==> src/hw/rtl/link_frame_receiver_assert.svh <==
// Assertion macros for the link frame receiver.
// Included by the files that assert; needs no other file.
`ifndef LINK_FRAME_RECEIVER_ASSERT_SVH
`define LINK_FRAME_RECEIVER_ASSERT_SVH

`ifndef SYNTHESIS

// Holds in the same cycle whenever the condition holds.
`define LFR_ASSERT_IMPLIES(label, clk, rst, cond, prop) \
   label: assert property (@(posedge clk) disable iff (rst) (cond) |-> (prop)) \
      else $error("link frame receiver: assertion failed");

// Holds in the cycle after the condition holds.
`define LFR_ASSERT_NEXT(label, clk, rst, cond, prop) \
   label: assert property (@(posedge clk) disable iff (rst) (cond) |=> (prop)) \
      else $error("link frame receiver: assertion failed");

`else

`define LFR_ASSERT_IMPLIES(label, clk, rst, cond, prop)
`define LFR_ASSERT_NEXT(label, clk, rst, cond, prop)

`endif

`endif

==> src/hw/rtl/lfr_pkg.sv <==
// Package for the link frame receiver: widths, protocol bytes, reply codes
// and the result record. Depends on nothing.
`timescale 1ns / 1ps
`default_nettype none

package lfr_pkg;

   localparam int BYTE_W = 8;
   localparam int LEN_W = 9;
   localparam int DEFAULT_MAX_PAYLOAD = 256;

   localparam logic [BYTE_W-1:0] FLAG_BYTE     = 8'h7E;
   localparam logic [BYTE_W-1:0] ADDR_SENDER   = 8'h03;
   localparam logic [BYTE_W-1:0] ADDR_RECEIVER = 8'h01;
   localparam logic [BYTE_W-1:0] CTL_SET       = 8'h03;
   localparam logic [BYTE_W-1:0] CTL_UA        = 8'h07;
   localparam logic [BYTE_W-1:0] CTL_I0        = 8'h00;
   localparam logic [BYTE_W-1:0] CTL_I1        = 8'h40;
   localparam logic [BYTE_W-1:0] CTL_RR0       = 8'h05;
   localparam logic [BYTE_W-1:0] CTL_RR1       = 8'h85;
   localparam logic [BYTE_W-1:0] CTL_REJ0      = 8'h01;
   localparam logic [BYTE_W-1:0] CTL_REJ1      = 8'h81;

   typedef enum logic [1:0] {
      REPLY_NONE = 2'd0,
      REPLY_UA   = 2'd1,
      REPLY_RR   = 2'd2,
      REPLY_REJ  = 2'd3
   } reply_kind_type;

   typedef struct packed {
      logic              payload_valid;
      logic [BYTE_W-1:0] payload_byte;
      logic              frame_end;
      reply_kind_type    reply_kind;
      logic [BYTE_W-1:0] reply_control;
      logic [BYTE_W-1:0] reply_check;
      logic [LEN_W-1:0]  payload_length;
   } lfr_result_type;

endpackage

`default_nettype wire

==> src/hw/rtl/lfr_channels.sv <==
// Valid/ready channel interfaces for received bytes and per-byte results.
// Depends on lfr_pkg.
`timescale 1ns / 1ps
`default_nettype none

interface lfr_req_if import lfr_pkg::*; ();
   logic              valid;
   logic              ready;
   logic [BYTE_W-1:0] rx_byte;
   logic              sequence_bit;

   modport source (output valid, output rx_byte, output sequence_bit, input ready);
   modport sink (input valid, input rx_byte, input sequence_bit, output ready);
endinterface

interface lfr_rsp_if import lfr_pkg::*; ();
   logic              valid;
   logic              ready;
   logic              payload_valid;
   logic [BYTE_W-1:0] payload_byte;
   logic              frame_end;
   logic [1:0]        reply_kind;
   logic [BYTE_W-1:0] reply_control;
   logic [BYTE_W-1:0] reply_check;
   logic [LEN_W-1:0]  payload_length;

   modport source (output valid, output payload_valid, output payload_byte,
                   output frame_end, output reply_kind, output reply_control,
                   output reply_check, output payload_length, input ready);
   modport sink (input valid, input payload_valid, input payload_byte,
                 input frame_end, input reply_kind, input reply_control,
                 input reply_check, input payload_length, output ready);
endinterface

`default_nettype wire

==> src/hw/rtl/lfr_frame_fsm.sv <==
// Frame parser: phase state machine, payload holding byte, running XOR and
// byte count. Produces the result for the current byte. Depends on lfr_pkg.
`timescale 1ns / 1ps
`default_nettype none

module lfr_frame_fsm import lfr_pkg::*; #(
   parameter int MAX_PAYLOAD = DEFAULT_MAX_PAYLOAD
) (
   input  logic              clock,
   input  logic              reset,
   input  logic              step,
   input  logic [BYTE_W-1:0] rx_byte,
   input  logic              sequence_bit,
   output lfr_result_type    result
);

   localparam int CountW = $clog2(MAX_PAYLOAD + 1);
   localparam logic [CountW-1:0] MaxCount = CountW'(MAX_PAYLOAD);

   typedef enum logic [2:0] {
      PH_HUNT,
      PH_FLAG,
      PH_ADDR,
      PH_CTRL,
      PH_BODY
   } phase_type;

   phase_type         phase_ff, phase_in;
   logic              frame_is_set_ff, frame_is_set_in;
   logic [BYTE_W-1:0] control_seen_ff, control_seen_in;
   logic [BYTE_W-1:0] held_byte_ff, held_byte_in;
   logic              held_valid_ff, held_valid_in;
   logic [BYTE_W-1:0] running_xor_ff, running_xor_in;
   logic [CountW-1:0] byte_count_ff, byte_count_in;
   logic              overflowed_ff, overflowed_in;

   logic                    clear_body;
   logic                    frame_ok;
   logic [CountW+LEN_W-1:0] count_wide;

   assign count_wide = {{LEN_W{1'b0}}, byte_count_ff};

   always_comb begin
      phase_in        = phase_ff;
      frame_is_set_in = frame_is_set_ff;
      control_seen_in = control_seen_ff;
      held_byte_in    = held_byte_ff;
      held_valid_in   = held_valid_ff;
      running_xor_in  = running_xor_ff;
      byte_count_in   = byte_count_ff;
      overflowed_in   = overflowed_ff;
      clear_body      = 1'b0;
      frame_ok        = 1'b0;
      result          = '0;

      case (phase_ff)
         PH_HUNT: begin
            if (rx_byte == FLAG_BYTE) begin
               phase_in   = PH_FLAG;
               clear_body = 1'b1;
            end
         end
         PH_FLAG: begin
            phase_in = (rx_byte == ADDR_SENDER) ? PH_ADDR : PH_HUNT;
         end
         PH_ADDR: begin
            if (rx_byte == CTL_SET || rx_byte == CTL_I0 || rx_byte == CTL_I1) begin
               control_seen_in = rx_byte;
               frame_is_set_in = (rx_byte == CTL_SET);
               phase_in        = PH_CTRL;
            end else begin
               phase_in = PH_HUNT;
            end
         end
         PH_CTRL: begin
            if (rx_byte == (ADDR_SENDER ^ control_seen_ff)) begin
               phase_in   = PH_BODY;
               clear_body = 1'b1;
            end else begin
               phase_in = PH_HUNT;
            end
         end
         PH_BODY: begin
            if (frame_is_set_ff) begin
               if (rx_byte == FLAG_BYTE) begin
                  result.frame_end     = 1'b1;
                  result.reply_kind    = REPLY_UA;
                  result.reply_control = CTL_UA;
               end
               phase_in = PH_HUNT;
            end else if (rx_byte == FLAG_BYTE) begin
               frame_ok = held_valid_ff && (byte_count_ff != '0) && !overflowed_ff &&
                          (held_byte_ff == running_xor_ff);
               result.frame_end      = 1'b1;
               result.payload_length = count_wide[LEN_W-1:0];
               if (frame_ok) begin
                  result.reply_kind    = REPLY_RR;
                  result.reply_control = sequence_bit ? CTL_RR1 : CTL_RR0;
               end else begin
                  result.reply_kind    = REPLY_REJ;
                  result.reply_control = sequence_bit ? CTL_REJ1 : CTL_REJ0;
               end
               phase_in   = PH_HUNT;
               clear_body = 1'b1;
            end else begin
               if (held_valid_ff) begin
                  if (byte_count_ff < MaxCount) begin
                     result.payload_valid = 1'b1;
                     result.payload_byte  = held_byte_ff;
                     running_xor_in       = running_xor_ff ^ held_byte_ff;
                     byte_count_in        = byte_count_ff + 1'b1;
                  end else begin
                     overflowed_in = 1'b1;
                  end
               end
               held_byte_in  = rx_byte;
               held_valid_in = 1'b1;
            end
         end
         default: begin
            phase_in = PH_HUNT;
         end
      endcase

      if (clear_body) begin
         held_byte_in   = '0;
         held_valid_in  = 1'b0;
         running_xor_in = '0;
         byte_count_in  = '0;
         overflowed_in  = 1'b0;
      end

      if (result.reply_kind != REPLY_NONE) begin
         result.reply_check = ADDR_RECEIVER ^ result.reply_control;
      end
   end

   always_ff @(posedge clock) begin
      if (reset) begin
         phase_ff        <= PH_HUNT;
         frame_is_set_ff <= 1'b0;
         control_seen_ff <= '0;
         held_byte_ff    <= '0;
         held_valid_ff   <= 1'b0;
         running_xor_ff  <= '0;
         byte_count_ff   <= '0;
         overflowed_ff   <= 1'b0;
      end else if (step) begin
         phase_ff        <= phase_in;
         frame_is_set_ff <= frame_is_set_in;
         control_seen_ff <= control_seen_in;
         held_byte_ff    <= held_byte_in;
         held_valid_ff   <= held_valid_in;
         running_xor_ff  <= running_xor_in;
         byte_count_ff   <= byte_count_in;
         overflowed_ff   <= overflowed_in;
      end
   end

endmodule

`default_nettype wire

==> src/hw/rtl/link_frame_receiver.sv <==
// Link frame receiver top level: frame parser plus a two-entry result stage.
// Depends on lfr_pkg, lfr_channels, lfr_frame_fsm and the assertion header.
//
// The receiver takes one byte per clock cycle while its spare result entry is
// free and returns exactly one result item per byte, in order. The result of
// an accepted byte is registered in the output register, or in the spare entry
// while the output waits, so req_chan.ready depends only on that entry being
// free. The frame state update loops back through the parser registers.
// MAX_PAYLOAD sets the payload byte limit per frame; payload_length reports
// the delivered count in its low nine bits.
`timescale 1ns / 1ps
`default_nettype none
`include "link_frame_receiver_assert.svh"

module link_frame_receiver import lfr_pkg::*; #(
   parameter int MAX_PAYLOAD = DEFAULT_MAX_PAYLOAD
) (
   input  logic      clock,
   input  logic      reset,
   lfr_req_if.sink   req_chan,
   lfr_rsp_if.source rsp_chan
);

   logic           accept;
   logic           out_free;
   lfr_result_type fsm_result;

   logic           rsp_valid_ff, rsp_valid_in;
   lfr_result_type rsp_data_ff, rsp_data_in;
   logic           skid_valid_ff, skid_valid_in;
   lfr_result_type skid_data_ff, skid_data_in;

   assign req_chan.ready = !skid_valid_ff;
   assign accept         = req_chan.valid && req_chan.ready;
   assign out_free       = !rsp_valid_ff || rsp_chan.ready;

   lfr_frame_fsm #(
      .MAX_PAYLOAD (MAX_PAYLOAD)
   ) u_frame_fsm (
      .clock        (clock),
      .reset        (reset),
      .step         (accept),
      .rx_byte      (req_chan.rx_byte),
      .sequence_bit (req_chan.sequence_bit),
      .result       (fsm_result)
   );

   always_comb begin
      rsp_valid_in  = rsp_valid_ff;
      rsp_data_in   = rsp_data_ff;
      skid_valid_in = skid_valid_ff;
      skid_data_in  = skid_data_ff;
      if (out_free) begin
         if (skid_valid_ff) begin
            rsp_valid_in  = 1'b1;
            rsp_data_in   = skid_data_ff;
            skid_valid_in = 1'b0;
         end else begin
            rsp_valid_in = accept;
            rsp_data_in  = fsm_result;
         end
      end else if (accept) begin
         skid_valid_in = 1'b1;
         skid_data_in  = fsm_result;
      end
   end

   always_ff @(posedge clock) begin
      rsp_data_ff  <= rsp_data_in;
      skid_data_ff <= skid_data_in;
      if (reset) begin
         rsp_valid_ff  <= 1'b0;
         skid_valid_ff <= 1'b0;
      end else begin
         rsp_valid_ff  <= rsp_valid_in;
         skid_valid_ff <= skid_valid_in;
      end
   end

   assign rsp_chan.valid          = rsp_valid_ff;
   assign rsp_chan.payload_valid  = rsp_data_ff.payload_valid;
   assign rsp_chan.payload_byte   = rsp_data_ff.payload_byte;
   assign rsp_chan.frame_end      = rsp_data_ff.frame_end;
   assign rsp_chan.reply_kind     = rsp_data_ff.reply_kind;
   assign rsp_chan.reply_control  = rsp_data_ff.reply_control;
   assign rsp_chan.reply_check    = rsp_data_ff.reply_check;
   assign rsp_chan.payload_length = rsp_data_ff.payload_length;

   // The spare entry is only ever occupied behind a waiting output item.
   `LFR_ASSERT_IMPLIES(a_skid_behind_out, clock, reset, skid_valid_ff, rsp_valid_ff)
   `LFR_ASSERT_NEXT(a_stall_fills_skid, clock, reset, accept && !out_free, skid_valid_ff)
   `LFR_ASSERT_IMPLIES(a_no_reply_fields, clock, reset, rsp_valid_ff && rsp_data_ff.reply_kind == REPLY_NONE, rsp_data_ff.reply_control == '0 && rsp_data_ff.reply_check == '0 && !rsp_data_ff.frame_end)
   `LFR_ASSERT_IMPLIES(a_payload_not_at_end, clock, reset, rsp_valid_ff, !(rsp_data_ff.payload_valid && rsp_data_ff.frame_end))

endmodule

`default_nettype wire
==> src/flat_wrapper.sv <==
// flat-port wrapper written by rule: the top's interface ports become plain ports
module link_frame_receiver_flat import lfr_pkg::*;
#(
   parameter int MAX_PAYLOAD = DEFAULT_MAX_PAYLOAD
)
  (clock, reset, req_chan_valid, req_chan_rx_byte, req_chan_sequence_bit, req_chan_ready, rsp_chan_valid, rsp_chan_payload_valid, rsp_chan_payload_byte, rsp_chan_frame_end, rsp_chan_reply_kind, rsp_chan_reply_control, rsp_chan_reply_check, rsp_chan_payload_length, rsp_chan_ready);
  lfr_req_if req_chan_i ();
  lfr_rsp_if rsp_chan_i ();
  input  logic clock;
  input  logic reset;
  input wire logic [$bits(req_chan_i.valid)-1:0] req_chan_valid;
  input wire logic [$bits(req_chan_i.rx_byte)-1:0] req_chan_rx_byte;
  input wire logic [$bits(req_chan_i.sequence_bit)-1:0] req_chan_sequence_bit;
  output wire logic [$bits(req_chan_i.ready)-1:0] req_chan_ready;
  output wire logic [$bits(rsp_chan_i.valid)-1:0] rsp_chan_valid;
  output wire logic [$bits(rsp_chan_i.payload_valid)-1:0] rsp_chan_payload_valid;
  output wire logic [$bits(rsp_chan_i.payload_byte)-1:0] rsp_chan_payload_byte;
  output wire logic [$bits(rsp_chan_i.frame_end)-1:0] rsp_chan_frame_end;
  output wire logic [$bits(rsp_chan_i.reply_kind)-1:0] rsp_chan_reply_kind;
  output wire logic [$bits(rsp_chan_i.reply_control)-1:0] rsp_chan_reply_control;
  output wire logic [$bits(rsp_chan_i.reply_check)-1:0] rsp_chan_reply_check;
  output wire logic [$bits(rsp_chan_i.payload_length)-1:0] rsp_chan_payload_length;
  input wire logic [$bits(rsp_chan_i.ready)-1:0] rsp_chan_ready;
  assign req_chan_i.valid = req_chan_valid;
  assign req_chan_i.rx_byte = req_chan_rx_byte;
  assign req_chan_i.sequence_bit = req_chan_sequence_bit;
  assign req_chan_ready = req_chan_i.ready;
  assign rsp_chan_valid = rsp_chan_i.valid;
  assign rsp_chan_payload_valid = rsp_chan_i.payload_valid;
  assign rsp_chan_payload_byte = rsp_chan_i.payload_byte;
  assign rsp_chan_frame_end = rsp_chan_i.frame_end;
  assign rsp_chan_reply_kind = rsp_chan_i.reply_kind;
  assign rsp_chan_reply_control = rsp_chan_i.reply_control;
  assign rsp_chan_reply_check = rsp_chan_i.reply_check;
  assign rsp_chan_payload_length = rsp_chan_i.payload_length;
  assign rsp_chan_i.ready = rsp_chan_ready;
  link_frame_receiver #(.MAX_PAYLOAD(MAX_PAYLOAD)) u_core (.clock(clock), .reset(reset), .req_chan(req_chan_i), .rsp_chan(rsp_chan_i));
endmodule
==> config.mk <==
export PLATFORM = sky130hd
export DESIGN_NAME = link_frame_receiver_flat
export DESIGN_NICKNAME = d
export VERILOG_FILES = /design/src/hw/rtl/lfr_pkg.sv /design/src/hw/rtl/lfr_channels.sv /design/src/hw/rtl/lfr_frame_fsm.sv /design/src/hw/rtl/link_frame_receiver.sv /design/src/flat_wrapper.sv
export VERILOG_INCLUDE_DIRS = /design/src /design/src/hw/rtl
export SDC_FILE = /design/constraint.sdc
export NUM_CORES = 1
export LEC_CHECK = 0
export BUFFER_PORTS_ARGS = -buffer_cell sky130_fd_sc_hd__buf_2
export CELL_PAD_IN_SITES_DETAIL_PLACEMENT = 1
export CELL_PAD_IN_SITES_GLOBAL_PLACEMENT = 2
export CORE_UTILIZATION = 42
export CTS_CLUSTER_SIZE = 14
export DETAILED_ROUTE_END_ITERATION = 10
export MAX_ROUTING_LAYER = met4
export PLACE_DENSITY = 0.84
export SLEW_MARGIN = 0
export SYNTH_ARGS = -nofsm -noshare
export SYNTH_HDL_FRONTEND = slang
export SYNTH_HIERARCHICAL = 1
export SYNTH_SLANG_ARGS = --single-unit
==> constraint.sdc <==
create_clock -name clock -period 6.12 [get_ports clock]
set_input_delay 0.612 -clock clock [delete_from_list [all_inputs] [get_ports clock]]
set_output_delay 0.612 -clock clock [all_outputs]
set_load 0.02 [all_outputs]
==> flow_metrics.env <==
export IMPL_hold_class="reg -> reg"
export IMPL_rr_worst_depth=8
export IMPL_startpoint_type="flip-flop"
export IMPL_antenna_found_initial=0
export IMPL_stdcell_count=627
export IMPL_p_leak_nw=2.469
export IMPL_ioPinCount=52
export IMPL_post_cts_setup_buffers=0
export IMPL_power_density_nw_per_um2=309.7
export IMPL_synth_area_leaders="edfxtp_1 (42%), dfxtp_1 (16%), mux2_4 (10%), xor2_1 (2.7%), and3_1 (2.4%)"
export IMPL_yosysWarnings=6
export IMPL_dieWidth_um=113.7
export IMPL_n_antenna_cell=0
export IMPL_p_sw_mw=0.3919
export IMPL_syn_cell_area_um2=5239
export IMPL_path_clk_slew_ps=50
export IMPL_root_buffer="clkbuf_16"
export IMPL_core_um2=12060
export IMPL_grt_overflow_total=0
export IMPL_drv_cap=0
export IMPL_yosysMostFrequentCell="edfxtp_1"
export IMPL_p_seq_share_pct=44.8
export IMPL_ys_ff_latch=115
export IMPL_fin_setup_tns_ps=0
export IMPL_fp_dieH_um=113.7
export IMPL_r2r_end="u_core/u_frame_fsm/running_xor_ff[7]$_SDFFE_PP0P_"
export IMPL_area_growth_pct=17.22
export IMPL_clock_latency_ps=410
export IMPL_final_setup_viol_count=0
export IMPL_place_area_um2=5564
export IMPL_hold_viol_final=0
export IMPL_synth_cells=391
export IMPL_internal_power_mw=1.510
export IMPL_finalCriticalPeriod_ps=2523
export IMPL_p_sw_share_pct=20.61
export IMPL_yosys_area_top_type="edfxtp_1"
export IMPL_gp_congestion=0.7718
export IMPL_synth_top_area_share_pct=42.42
export IMPL_post_route_period_util_pct=41.23
export IMPL_rsz0062_at_grt="no"
export IMPL_post_drt_wl_per_cell_um=16.98
export IMPL_grt_first_pass_wirelength_um=17150
export IMPL_whs_endpoint="u_core/u_frame_fsm/control_seen_ff[0]$_SDFFE_PP0P_"
export IMPL_regToRegSetupSlack_ps=3600
export IMPL_synthTopCellsByCount="edfxtp_1 (74), dfxtp_1 (41), mux2_4 (36), nor2_1 (25), and3_1 (20)"
export IMPL_worstMarginPinSlew_ps=982.3
export IMPL_holdWs_ps=473.9
export IMPL_post_route_drc_count=0
export IMPL_avgViaCountPerCell=5.077
export IMPL_drive_gt1_share_pct=28.76
export IMPL_grt_max_degree=42
export IMPL_cts_sinks=115
export IMPL_worst_ep_required_time_ps=6400
export IMPL_ys_types=56
export IMPL_grt_pass1_vias=3240
export IMPL_dpl_cell_count=595
export IMPL_crit_fanout=41
export IMPL_fin_nets=461
export IMPL_ir_drop_mv=0.1147
export IMPL_vias=3183
export IMPL_cts_tree="done"
export IMPL_hold_path_depth=2
export IMPL_holdCritStartpoint="u_core/u_frame_fsm/control_seen_ff[0]$_SDFFE_PP0P_"
export IMPL_ys_seq_area_share_pct=58.08
export IMPL_worstSetupPathType="reg -> reg"
export IMPL_rows=40
export IMPL_numPortBuffers=51
export IMPL_pwr_share_clk_pct=50.6
export IMPL_drv_slew=0
export IMPL_cts_max_level=4
export IMPL_synth_main_ff_cell="edfxtp_1"
export IMPL_cts_buffers=17
export IMPL_relSlewSlack_pct=34.51
export IMPL_combPwrFrac_pct=4.6
export IMPL_status="completed"
export IMPL_design_area_um2=6141
export IMPL_finClkSkew_ps=6.222
export IMPL_drt_pass1_iterations=4
export IMPL_track_usage_pct=18.30
export IMPL_ys_async_sr_fraction_pct=0
export IMPL_hpwl_um=7244
export IMPL_cts_buffer_depth=2
export IMPL_cts_hold_fix_buffers=0
export IMPL_die_area_um2=12920
export IMPL_max_freq_mhz=396.4
export IMPL_synth_edf_count=74
export IMPL_avgSynthCellArea_um2=13.40
export IMPL_ant_nets=0
export IMPL_r2r_start="u_core/skid_valid_ff$_SDFFE_PP0P_"
export IMPL_critical_path_arrival_ps=2810
export IMPL_routed_wl_um=10650
export IMPL_critPathCaptureType="flip-flop"
export IMPL_start_util_pct=43.43
export IMPL_drt_iter0_markers=214
export IMPL_post_cts_resized=0
state kept, by name, indices dropped and copies added (netlist names):
register / cells
u_core/rsp_chan.reply_check: 8
u_core/u_frame_fsm/held_byte_ff: 8
u_core/rsp_chan.reply_control: 8
u_core/u_frame_fsm/control_seen_ff: 8
u_core/rsp_chan.payload_valid: 1
u_core/rsp_chan.payload_length: 9
u_core/u_frame_fsm/phase_ff: 3
u_core/rsp_chan.payload_byte: 8
u_core/u_frame_fsm/byte_count_ff: 9
u_core/u_frame_fsm/held_valid_ff: 1
u_core/skid_data_ff: 37
u_core/rsp_chan.valid: 1
u_core/rsp_chan.reply_kind: 2
u_core/rsp_chan.frame_end: 1
u_core/u_frame_fsm/running_xor_ff: 8
u_core/u_frame_fsm/frame_is_set_ff: 1
u_core/u_frame_fsm/overflowed_ff: 1
u_core/skid_valid_ff: 1
logic make-up after synthesis:
| group | Yosys count | synth area share [%] |
|---|---|---|
| DFF | 115 | 58.08 |
| and+or+nand+nor | 112 | 12.35 |
| AOI/OAI and AO/OA | 51 | 8.311 |
| muxes | 46 | 12.25 |
| buffers and inverters | 45 | 5.278 |
| xor gates and xnor gates | 19 | 3.177 |
| adders and majority gates | 2 | 0.4776 |
| other | 1 | 0.07158 |
area by class of cell:
cell class	count	area, µm²
clock buffer	21	440.4
clock inverter	11	136.4
fill	1238	5921
inverter	18	67.56
multi-input combinational	239	1957
sequential	115	3044
tap	168	210.2
timing repair buffer	55	285.3
how the worst max path moves through the flow:
stage               depth (start not counted)                               from                                           endpoint  slack (ps)
floorplan                                   2                     rsp_chan_ready                   u_core/skid_data_ff[0]$_DFFE_PP_        1240
CTS                                         8  u_core/skid_valid_ff$_SDFFE_PP0P_   u_core/u_frame_fsm/byte_count_ff[7]$_SDFFE_PP0P_        3600
finish                                      8  u_core/skid_valid_ff$_SDFFE_PP0P_  u_core/u_frame_fsm/running_xor_ff[7]$_SDFFE_PP0P_        3600
global placement                            7                req_chan_rx_byte[0]          u_core/rsp_chan.payload_byte[1]$_DFFE_PP_        3540
global route                                8  u_core/skid_valid_ff$_SDFFE_PP0P_  u_core/u_frame_fsm/running_xor_ff[7]$_SDFFE_PP0P_        3410
detailed placement                          6                req_chan_rx_byte[0]         u_core/rsp_chan.reply_control[2]$_DFFE_PP_        3470
layout by cell type, fill, tap and decap left out, types with 3 or more instances in the layout:
master and n:
clkbuf_1 4, nor2_1 25, nand2_1 10, xor2_1 16
buf_4 4, and2_1 12, o211ai_1 3, o31ai_1 6
bufinv_16 3, buf_2 51, and3_1 20, clkinv_2 5
conb_1 9, a21boi_0 3, nor3_1 6, o21a_1 4
a21oi_1 11, nand4_1 9, mux2i_1 9, nor4_1 3
nand3_1 8, xnor2_1 3, dfxtp_1 40, edfxtp_1 74
inv_1 17, a31oi_1 4, nand4b_1 3, mux2_4 36
clkbuf_16 17, a211oi_1 4
worst max-delay path: stages, from the launching register on:
cell and delay (ps):
dfxtp_2 300, buf_4 320, nor2b_1 200, buf_4 260, clkinv_1 370, o41ai_1 480, a31oi_1 210, nand3_1 170
o31ai_1 80
routing by layer:
layer	vias up	routed length (µm)	global-route usage [%]
met1	1562	4904	21.86
met4	0	153	7.807
met5	-	0	-
li1	1540	-	-
met2	66	5209	29.23
met3	15	380	4.888
power groups by stage:
stage	clock (mW)	combinational (mW)	sequential [mW]
2_1_floorplan	0	0.0416	0.888
3_3_place_gp	0	0.0864	0.866
3_5_place_dp	0	0.0882	0.868
4_1_cts	0.980	0.0884	0.852
5_1_grt	1.02	0.0941	0.853
6_report	0.962	0.0879	0.852
through the flow:
stage	utilization [%]	power [mW]	setup slack, ps
floorplan	-	0.9299	1240
global placement	46.13	0.9529	3535
detailed placement	46.13	0.9561	3471
CTS	50.91	1.921	3603
global route	50.91	1.964	3405
finish	50.91	1.902	3597
Power figures use the tool's default switching activity.
